File: src/sv/mvrw_pkg.sv
// shared types, constants and level coding for the mixer volume register writer
`default_nettype none
package mvrw_pkg;

   // sequencer states
   typedef enum logic {
      ST_IDLE,
      ST_RUN
   } state_type;

   // level scaling: (31 * pct + 50) / 100 with pct clamped to 100
   localparam int unsigned MAX_PCT     = 100;
   localparam int unsigned SCALE_MUL   = 31;
   localparam int unsigned SCALE_BIAS  = 50;
   // reciprocal of 100: floor(x * 1311 / 2**17) equals x / 100 for x below 3151
   localparam int unsigned RECIP_MUL   = 1311;
   localparam int unsigned RECIP_SHIFT = 17;

   localparam int unsigned PCT_W   = 7;   // clamped percent
   localparam int unsigned NUM_W   = 12;  // 31 * pct + 50
   localparam int unsigned RECIP_W = 11;
   localparam int unsigned PROD_W  = NUM_W + RECIP_W;
   localparam int unsigned SCALE_W = 5;   // scaled level 0..31

   // mixer register addresses within a channel's block of eight
   localparam logic [2:0] ADDR_CTRL_LEFT  = 3'h0;
   localparam logic [2:0] ADDR_CTRL_RIGHT = 3'h1;
   localparam logic [2:0] ADDR_ATTN_LEFT  = 3'h2;
   localparam logic [2:0] ADDR_ATTN_RIGHT = 3'h3;

   // routing values written to the control registers
   localparam logic [7:0] ROUTE_ONE = 8'h01;
   localparam logic [7:0] ROUTE_TWO = 8'h02;

   // operation codes
   localparam logic OP_SET  = 1'b0;
   localparam logic OP_READ = 1'b1;

   // flip mask reset: channels 3 and 5
   localparam logic [5:0] FLIP_MASK_RESET = 6'd40;

   // exponent / mantissa code of a 5-bit scaled level, zero stays zero
   function automatic logic [7:0] code_level(input logic [SCALE_W-1:0] s);
      logic [2:0] e;
      logic [3:0] m;
      e = 3'd0;
      m = 4'd0;
      if (s[4]) begin
         e = 3'd7;
         m = s[3:0];
      end else if (s[3]) begin
         e = 3'd6;
         m = {s[2:0], 1'b0};
      end else if (s[2]) begin
         e = 3'd5;
         m = {s[1:0], 2'b00};
      end else if (s[1]) begin
         e = 3'd4;
         m = {s[0], 3'b000};
      end else if (s[0]) begin
         e = 3'd3;
         m = 4'd0;
      end
      return (s == '0) ? 8'h00 : {1'b0, e, m};
   endfunction

endpackage
`default_nettype wire

File: src/sv/mixer_volume_register_writer.sv
// A taken request moves the sequencer to ST_RUN, which loads each result word once the output
// register is free. A set to a valid channel gives eight words from one step counter over the
// single output register, one word a cycle while rsp_ready is high; any other request gives one.
// The shared scaling multiplier is used once per side, on the first word of that side.
// Reset clears the level table and the sequencer and loads flip_mask with 40.
`default_nettype none
module mixer_volume_register_writer
   import mvrw_pkg::*;
#(
   parameter int unsigned NUM_CHANNELS = 6
) (
   input  wire logic        clock,
   input  wire logic        reset,
   // request channel
   input  wire logic        req_valid,
   output logic             req_ready,
   input  wire logic        req_operation,
   input  wire logic [2:0]  req_channel_index,
   input  wire logic [7:0]  req_left_level,
   input  wire logic [7:0]  req_right_level,
   // response channel
   output logic             rsp_valid,
   input  wire logic        rsp_ready,
   output logic             rsp_bus_valid,
   output logic             rsp_to_data_port,
   output logic [7:0]       rsp_bus_byte,
   output logic [15:0]      rsp_stored_levels,
   output logic             rsp_last,
   // configuration
   input  wire logic        csr_wr_en,
   input  wire logic [5:0]  csr_wr_data
);

   localparam int unsigned IDX_W = (NUM_CHANNELS > 1) ? $clog2(NUM_CHANNELS) : 1;

   state_type         state_ff, state_in;
   logic [2:0]        step_ff, step_in;
   logic              single_ff, single_in;
   logic              range_ff, range_in;
   logic [2:0]        chan_ff, chan_in;
   logic [PCT_W-1:0]  left_ff, left_in;
   logic [PCT_W-1:0]  right_ff, right_in;
   logic              flip_ff, flip_in;
   logic [SCALE_W-1:0] scale_ff, scale_in;
   logic [5:0]        flip_mask_ff, flip_mask_in;
   logic [15:0]       level_table_ff [NUM_CHANNELS];

   logic              rsp_valid_ff, rsp_valid_in;
   logic              bus_valid_ff, bus_valid_in;
   logic              to_data_ff, to_data_in;
   logic [7:0]        bus_byte_ff, bus_byte_in;
   logic [15:0]       levels_ff, levels_in;
   logic              last_ff, last_in;

   logic              accept;
   logic              out_free;
   logic              load;
   logic              final_word;
   logic              req_in_range;
   logic [PCT_W-1:0]  req_left_clamp;
   logic [PCT_W-1:0]  req_right_clamp;
   logic [7:0]        flip_ext;
   logic [PCT_W-1:0]  unit_pct;
   logic [NUM_W-1:0]  unit_num;
   logic [PROD_W-1:0] unit_prod;
   logic [7:0]        chan_base;
   logic [15:0]       packed_pair;
   logic [7:0]        route_left;
   logic [7:0]        route_right;

   // handshake
   assign accept   = req_valid && req_ready;
   assign out_free = !rsp_valid_ff || rsp_ready;
   assign final_word = single_ff || (step_ff == 3'd7);

   // request decode
   assign req_in_range    = ({1'b0, req_channel_index} < 4'(NUM_CHANNELS));
   assign req_left_clamp  = (req_left_level > 8'(MAX_PCT)) ? PCT_W'(MAX_PCT)
                                                           : req_left_level[PCT_W-1:0];
   assign req_right_clamp = (req_right_level > 8'(MAX_PCT)) ? PCT_W'(MAX_PCT)
                                                            : req_right_level[PCT_W-1:0];
   assign flip_ext        = {2'b00, flip_mask_ff};

   // next state
   always_comb begin
      state_in = state_ff;
      case (state_ff)
         ST_IDLE: begin
            if (req_valid) begin
               state_in = ST_RUN;
            end
         end
         ST_RUN: begin
            if (out_free && final_word) begin
               state_in = ST_IDLE;
            end
         end
         default: begin
            state_in = ST_IDLE;
         end
      endcase
   end

   // sequencer outputs
   always_comb begin
      req_ready = 1'b0;
      load      = 1'b0;
      case (state_ff)
         ST_IDLE: begin
            req_ready = 1'b1;
         end
         ST_RUN: begin
            load = out_free;
         end
         default: begin
            req_ready = 1'b0;
         end
      endcase
   end

   // request capture and step counter
   always_comb begin
      step_in   = step_ff;
      single_in = single_ff;
      range_in  = range_ff;
      chan_in   = chan_ff;
      left_in   = left_ff;
      right_in  = right_ff;
      flip_in   = flip_ff;
      if (accept) begin
         step_in   = 3'd0;
         single_in = (req_operation == OP_READ) || !req_in_range;
         range_in  = req_in_range;
         chan_in   = req_channel_index;
         left_in   = req_left_clamp;
         right_in  = req_right_clamp;
         flip_in   = flip_ext[req_channel_index];
      end else if (load) begin
         step_in = step_ff + 3'd1;
      end
   end

   // shared scaling unit: one side per use, on the first word of that side
   assign unit_pct  = step_ff[2] ? right_ff : left_ff;
   assign unit_num  = NUM_W'(SCALE_MUL) * NUM_W'(unit_pct) + NUM_W'(SCALE_BIAS);
   assign unit_prod = PROD_W'(unit_num) * PROD_W'(RECIP_MUL);

   always_comb begin
      scale_in = scale_ff;
      if (load && !single_ff && (step_ff[1:0] == 2'b00)) begin
         scale_in = unit_prod[RECIP_SHIFT +: SCALE_W];
      end
   end

   // word assembly
   assign chan_base   = {2'b00, chan_ff, 3'b000};
   assign packed_pair = {1'b0, right_ff, 1'b0, left_ff};
   assign route_left  = flip_ff ? ROUTE_TWO : ROUTE_ONE;
   assign route_right = flip_ff ? ROUTE_ONE : ROUTE_TWO;

   always_comb begin
      bus_valid_in = 1'b1;
      to_data_in   = step_ff[0];
      levels_in    = packed_pair;
      last_in      = final_word;
      bus_byte_in  = 8'h00;
      if (single_ff) begin
         bus_valid_in = 1'b0;
         to_data_in   = 1'b0;
         levels_in    = range_ff ? level_table_ff[chan_ff[IDX_W-1:0]] : 16'h0000;
      end else begin
         case (step_ff)
            3'd0:    bus_byte_in = chan_base | {5'b0, ADDR_CTRL_LEFT};
            3'd1:    bus_byte_in = route_left;
            3'd2:    bus_byte_in = chan_base | {5'b0, ADDR_ATTN_LEFT};
            3'd3:    bus_byte_in = code_level(scale_ff);
            3'd4:    bus_byte_in = chan_base | {5'b0, ADDR_CTRL_RIGHT};
            3'd5:    bus_byte_in = route_right;
            3'd6:    bus_byte_in = chan_base | {5'b0, ADDR_ATTN_RIGHT};
            3'd7:    bus_byte_in = code_level(scale_ff);
            default: bus_byte_in = 8'h00;
         endcase
      end
   end

   // output register valid
   always_comb begin
      rsp_valid_in = rsp_valid_ff;
      if (load) begin
         rsp_valid_in = 1'b1;
      end else if (rsp_ready) begin
         rsp_valid_in = 1'b0;
      end
   end

   // configuration register
   assign flip_mask_in = csr_wr_en ? csr_wr_data : flip_mask_ff;

   // control registers
   always_ff @(posedge clock) begin
      if (reset) begin
         state_ff     <= ST_IDLE;
         step_ff      <= 3'd0;
         rsp_valid_ff <= 1'b0;
         flip_mask_ff <= FLIP_MASK_RESET;
      end else begin
         state_ff     <= state_in;
         step_ff      <= step_in;
         rsp_valid_ff <= rsp_valid_in;
         flip_mask_ff <= flip_mask_in;
      end
   end

   // payload registers
   always_ff @(posedge clock) begin
      single_ff <= single_in;
      range_ff  <= range_in;
      chan_ff   <= chan_in;
      left_ff   <= left_in;
      right_ff  <= right_in;
      flip_ff   <= flip_in;
      scale_ff  <= scale_in;
      if (load) begin
         bus_valid_ff <= bus_valid_in;
         to_data_ff   <= to_data_in;
         bus_byte_ff  <= bus_byte_in;
         levels_ff    <= levels_in;
         last_ff      <= last_in;
      end
   end

   // level table, written when a set to a valid channel is taken
   always_ff @(posedge clock) begin
      if (reset) begin
         for (int i = 0; i < NUM_CHANNELS; i++) begin
            level_table_ff[i] <= 16'h0000;
         end
      end else if (accept && (req_operation == OP_SET) && req_in_range) begin
         level_table_ff[req_channel_index[IDX_W-1:0]] <=
            {1'b0, req_right_clamp, 1'b0, req_left_clamp};
      end
   end

   // ports
   assign rsp_valid         = rsp_valid_ff;
   assign rsp_bus_valid     = bus_valid_ff;
   assign rsp_to_data_port  = to_data_ff;
   assign rsp_bus_byte      = bus_byte_ff;
   assign rsp_stored_levels = levels_ff;
   assign rsp_last          = last_ff;

`ifndef SYNTHESIS
   // a taken request starts the sequencer at its first word
   assert property (@(posedge clock) disable iff (reset)
      accept |=> (state_ff == ST_RUN) && (step_ff == 3'd0))
      else $error("sequencer did not start on a taken request");

   // the eighth word of a set is marked last
   assert property (@(posedge clock) disable iff (reset)
      (load && !single_ff && (step_ff == 3'd7)) |=> rsp_valid && rsp_last)
      else $error("final set word not marked last");

   // a set ends on a data port write
   assert property (@(posedge clock) disable iff (reset)
      (rsp_valid && rsp_bus_valid && rsp_last) |-> rsp_to_data_port)
      else $error("last bus word not on data port");

   // no new request while a sequence is running
   assert property (@(posedge clock) disable iff (reset)
      (state_ff == ST_RUN) && !final_word |=> !req_ready)
      else $error("request taken during a sequence");
`endif

endmodule
`default_nettype wire

File: config.mk
export PLATFORM = sky130hd
export DESIGN_NAME = mixer_volume_register_writer
export DESIGN_NICKNAME = d
export VERILOG_FILES = /design/src/sv/mvrw_pkg.sv /design/src/sv/mixer_volume_register_writer.sv
export SDC_FILE = /design/constraint.sdc
export NUM_CORES = 1
export LEC_CHECK = 0
export BUFFER_PORTS_ARGS = -buffer_cell sky130_fd_sc_hd__buf_2
export CAP_MARGIN = 20
export CORE_MARGIN = 2
export CORE_UTILIZATION = 55
export CTS_BUF_LIST = sky130_fd_sc_hd__clkbuf_16
export CTS_CLUSTER_SIZE = 28
export DETAILED_ROUTE_END_ITERATION = 6
export PLACE_DENSITY_LB_ADDON = 0.05
export RECOVER_POWER = 50
export SLEW_MARGIN = 20
export SYNTH_ARGS = -nofsm -noshare
export SYNTH_HDL_FRONTEND = slang
export SYNTH_SLANG_ARGS = --single-unit
File: constraint.sdc
create_clock -name clock -period 10.84 [get_ports clock]
set_input_delay 0.542 -clock clock [delete_from_list [all_inputs] [get_ports clock]]
set_output_delay 0.542 -clock clock [all_outputs]
set_load 0.03 [all_outputs]
Word level (Yosys, flattened, before mapping)
Memory sizes are Yosys's and may differ from the RTL's. A register that Yosys moved wholly into a read port is not among the register bits.
Index checks and enable logic that the tools add are counted.
Word-level totals
  bits in registers: 63
  memories: 1
  logic and storage cells: 92
  bits of input ports: 31
  memory bits (writable): 84
  output and inout bits: 29
Memories
  level_table_ff: words 6, bits a word 14, read ports 1, clocked after memory_dff 1, write ports 6, line mixer_volume_register_writer.sv:46  | logic [15:0] level_table_ff [NUM_CHANNELS];
Cells by class
  multiply operators: 2
  equal/unequal tests: 7
  bitwise gates (word level): 2
  order comparisons: 4
  reductions and logical operators: 20
  $add $sub $neg: 2
  mux-type cells: 37
Operators with widths (count)
  $pmux W8 S7: 1
  $mux W15: 2
  $mux W7: 4
  $mul A12 B11 Y22 const B: 1
  $mux W3: 6
  $gt A8 B7 Y1 const B: 2
  $mux W4: 4
  $mux W1: 14
  $mux W14: 1
  $reduce_or A14 Y1: 1
  $add A12 B6 Y12 const B: 1
  $eq A3 B3 Y1 const B: 4
  $mul A5 B7 Y12 const A: 1
  $eq A3 B2 Y1 const B: 2
  $logic_and A1 B1 Y1: 6
  $mux W2: 3
  $logic_not A5 Y1: 1
  $lt A3 B4 Y1 const B: 1
  $reduce_or A2 Y1: 2
  $add A3 B1 Y3 const B: 1
  $bmux W1 S3: 1
  $eq A3 B1 Y1 const B: 1
  $logic_not A1 Y1: 3
  $logic_not A3 Y1: 1
  7 further kinds: 10

Depth between registers and ports, before layout
  word-level depth: 9
  gate-level depth with buffers: 35
  mapped depth without buffers: 34

Worst setup path after synthesis
Ideal clock, no wire load.
  path type: reg2reg
  start: register step_ff[2]
  end: register scale_ff[4] (data pin)
  setup slack: 2910 ps
  period minus slack after synthesis: 7930 ps
  path buffers: 1
  arrival: 7652 ps
  stages on the path, launching flop included: 31
  required time: 10562 ps
  library setup time: 278 ps
  cell sequence: dfxtp_1 > buf_1 > mux2i_1 > fa_1 > xor2_1 > fa_1 > inv_1 > ha_1 > nor2b_4 > o21ai_2 > nand2b_4 > a311oi_4 > xnor2_2 > inv_2 > xnor2_1 > ha_1 > a21o_2 > ha_1 > fa_1 > fa_1 > inv_1 > fa_1 > inv_1 > ha_1 > a21oi_1 > nor2b_1 > o21a_1 > a211oi_1 > a21oi_1 > xnor2_1 > xnor2_1
On the way
  cells in the longest elaborated chain, start to end: 4
Ends and longest elaborated chain
  from (decl): line mixer_volume_register_writer.sv:37  | logic [2:0] step_ff, step_in;
  from (signal assigned): line mixer_volume_register_writer.sv:208  | step_ff <= step_in;
  $mux W7: line mixer_volume_register_writer.sv:144  | assign unit_pct = step_ff[2] ? right_ff : left_ff;
  $mul A5 B7 Y12: line mixer_volume_register_writer.sv:145  | assign unit_num = NUM_W'(SCALE_MUL) * NUM_W'(unit_pct) + NUM_W'(SCALE_BIAS);
  $add A12 B6 Y12: line mixer_volume_register_writer.sv:145
  $mul A12 B11 Y22: line mixer_volume_register_writer.sv:146  | assign unit_prod = PROD_W'(unit_num) * PROD_W'(RECIP_MUL);
  named net unit_prod[21]: line mixer_volume_register_writer.sv:65  | logic [PROD_W-1:0] unit_prod;
  to (signal assigned): line mixer_volume_register_writer.sv:222  | scale_ff <= scale_in;
  to (decl): line mixer_volume_register_writer.sv:44  | logic [SCALE_W-1:0] scale_ff, scale_in;
The timed path passes the listed nets, and every way through them passes these cells.
A chain may end at the register's enable or synchronous reset.

Worst setup path after layout
Ends and elaborated chain as after synthesis.

==> impl_metrics.json <==
{
  "grt_pass1_vias": 7046,
  "hold_slack_ps": 344,
  "worstMarginPinSlew_ps": 1960,
  "synth_seq_cells": 175,
  "crit_slowest_cell": "dfxtp_1",
  "drc": 0,
  "setup_violations": 0,
  "grt_usage_pct": 22.4,
  "crit_type": "flop to flop",
  "cts_hold_buf": 0,
  "ys_types": 60,
  "synth-async-reset-ratio_pct": 0,
  "final_nets": 1163,
  "overflow": 0,
  "cts_sinks": 175,
  "clock_skew_ps": 15.5,
  "timing.rr.end": "scale_ff[4]",
  "initial_core_util_pct": 56.2,
  "fill_cells": 1590,
  "report.final.slew_viol_count": 29,
  "dp_cells": 1214,
  "dieArea_sq_um": 21000,
  "vias_per_cell": 5.36,
  "cts_tree": "yes",
  "cp.required_ps": 11000,
  "rr_startpoint": "step_ff[2]",
  "max_freq_mhz": 113,
  "htree_levels": 4,
  "cpMostUsedCell": "ha_1",
  "diodes": 0,
  "yosysTopAreaCellShare_pct": 44.2,
  "violations": "capacitance limit, slew limit",
  "cts-root-buf": "clkbuf_16",
  "synth_area_leaders": "edfxtp_1 44%, ha_1 14%, fa_1 8.2%, mux4_2 6.0%, inv_1 4.9%",
  "clkTransAtPathRegs_ps": 80,
  "drv_cap": 1,
  "min_to": "flip_mask_ff[3]",
  "wl_per_cell_um": 18.0,
  "stdcell_count": 1246,
  "slew_headroom_pct": -30.9,
  "crit_arrival_ps": 9000,
  "cpPeakStageDelay_ps": 750,
  "die_w_um": 145,
  "hold_violations": 0,
  "routed_wl_um": 22400,
  "numPortBuffers": 56,
  "synth_warnings": 0,
  "core-area_sq_um": 19500,
  "first_pass_iters": 5,
  "postLayoutCellArea_sq_um": 12100,
  "gp_congestion": 0.833,
  "cts_setup_buffers": 0,
  "synth_common_cells": "161 x edfxtp_1, 142 x inv_1, 119 x ha_1",
  "syn2layout_area_growth_pct": 10.4,
  "min_path_cells": 3,
  "placementRows": 51,
  "min_period_ps": 8840,
  "synth_area_sq_um": 10900,
  "vias": 6676,
  "ys_seq_area_share_pct": 46.8,
  "antenna_found_initial": 0,
  "dpl.hpwl_um": 17000,
  "io_pins": 60,
  "fin_crit_sh_pct": 81.6,
  "rsz0062_at_grt": "no",
  "cp-start-kind": "flop",
  "worst_skew_pair.late_latency_ps": 430,
  "ctsLongestPathBuffers": 2,
  "grt_max_degree": 31,
  "worstRegToRegCells": 29,
  "cts_made_buffers": 17,
  "post_dp_cell_area_sq_um": 11600,
  "cts_resized": 0,
  "synth_most_common_cell": "edfxtp_1",
  "drtAntennaViolNets": 0,
  "outcome": "finished, violations left",
  "die_y_um": 145,
  "synth-main-ff-cell": "edfxtp_1",
  "netlist_instances": 890,
  "min_from": "csr_wr_data[3]",
  "crit_path_max_fanout": 13,
  "synth_edf_count": 161,
  "grt_pass1_wl_um": 36400,
  "synth.avg_cell_area_sq_um": 12.3,
  "worstSetupEndpointType": "flop",
  "synth_area_leader_cell": "edfxtp_1",
  "drive_above_1_share_pct": 10.7,
  "setup_total_negative_slack_ps": 0,
  "reg2reg_slack_ps": 2000,
  "dr.first_iter.drc_count": 324,
  "min_path_type": "primary input to flop"
}
area by class of cell:
class	instances	area, sq um	share of cell area, %
multi-input combinational	573	5280	43.7
sequential	175	5120	42.4
inverter	143	537	4.45
clock buffer	17	425	3.52
tap	265	332	2.75
timing repair buffer	58	243	2.01
clock inverter	15	143	1.18
worst max-delay path, delay by kind of cell, from the launching register on:
family	cells	cell delay (ps)
and+or+nand+nor	3	310
muxes	1	700
DFF	1	750
adders and majority gates	10	4050
AOI/OAI and AO/OA	7	1290
xor gates and xnor gates	4	1190
buffers and inverters	4	260
layout by cell type (no fill, tap or decap), types with 20 or more instances in the layout:
| cell type | instances |
|---|---|
| edfxtp_1 | 161 |
| inv_1 | 142 |
| ha_1 | 119 |
| nor2_1 | 102 |
| fa_1 | 45 |
| nand2_1 | 41 |
| clkbuf_1 | 38 |
| conb_1 | 31 |
| mux4_2 | 29 |
| mux2i_1 | 27 |
| xnor2_1 | 22 |
| a21oi_1 | 21 |
| buf_2 | 20 |
metal layers:
layer	vias up	GRT usage (%)	part of all wire [%]
li1	3212	-	-
met1	3293	28.0	42
met2	139	40.0	52
met3	32	3.21	3.3
met4	0	7.87	2.4
met5	-	0	0
worst max-delay path by stage:
stage          slack [ps]  startpoint          end  cells past startpoint
2_1_floorplan        2910  step_ff[2]  scale_ff[4]                     30
3_3_place_gp         2270  step_ff[2]  scale_ff[4]                     29
3_5_place_dp         2020  step_ff[2]  scale_ff[4]                     29
4_1_cts              1990  step_ff[2]  scale_ff[4]                     29
5_1_grt              1520  step_ff[2]  scale_ff[4]                     29
6_report             2000  step_ff[2]  scale_ff[4]                     29
per-stage QoR:
step,utilization (%),setup WS (ps)
finish,62.0,2000
global route,62.0,1520
CTS,62.3,1990
detailed placement,59.4,2020
global placement,59.4,2270
floorplan,-,2910
cell families (layout without fill, tap and decap cells):
family / after synthesis / after routing / share of synthesized area, %
AOI/OAI and AO/OA: 91 / 91 / 5.92
xor gates and xnor gates: 31 / 31 / 2.55
adders and majority gates: 164 / 164 / 21.9
buffers and inverters: 172 / 233 / 6.05
DFF: 175 / 175 / 46.8
muxes: 60 / 60 / 8.86
other: 1 / 31 / 0.0343
and+or+nand+nor: 196 / 196 / 7.96
state kept, by name, indices dropped and copies added, names as in the netlist, 3 cells and up, named ones only:
name	flops
level_table_ff	112
rsp_stored_levels	14
left_ff	7
right_ff	7
rsp_bus_byte	7
flip_mask_ff	6
scale_ff	5
chan_ff	3
step_ff	3
Power is not shown: default switching activity piles up to over one toggle a cycle in this logic, so the estimate is an artifact.
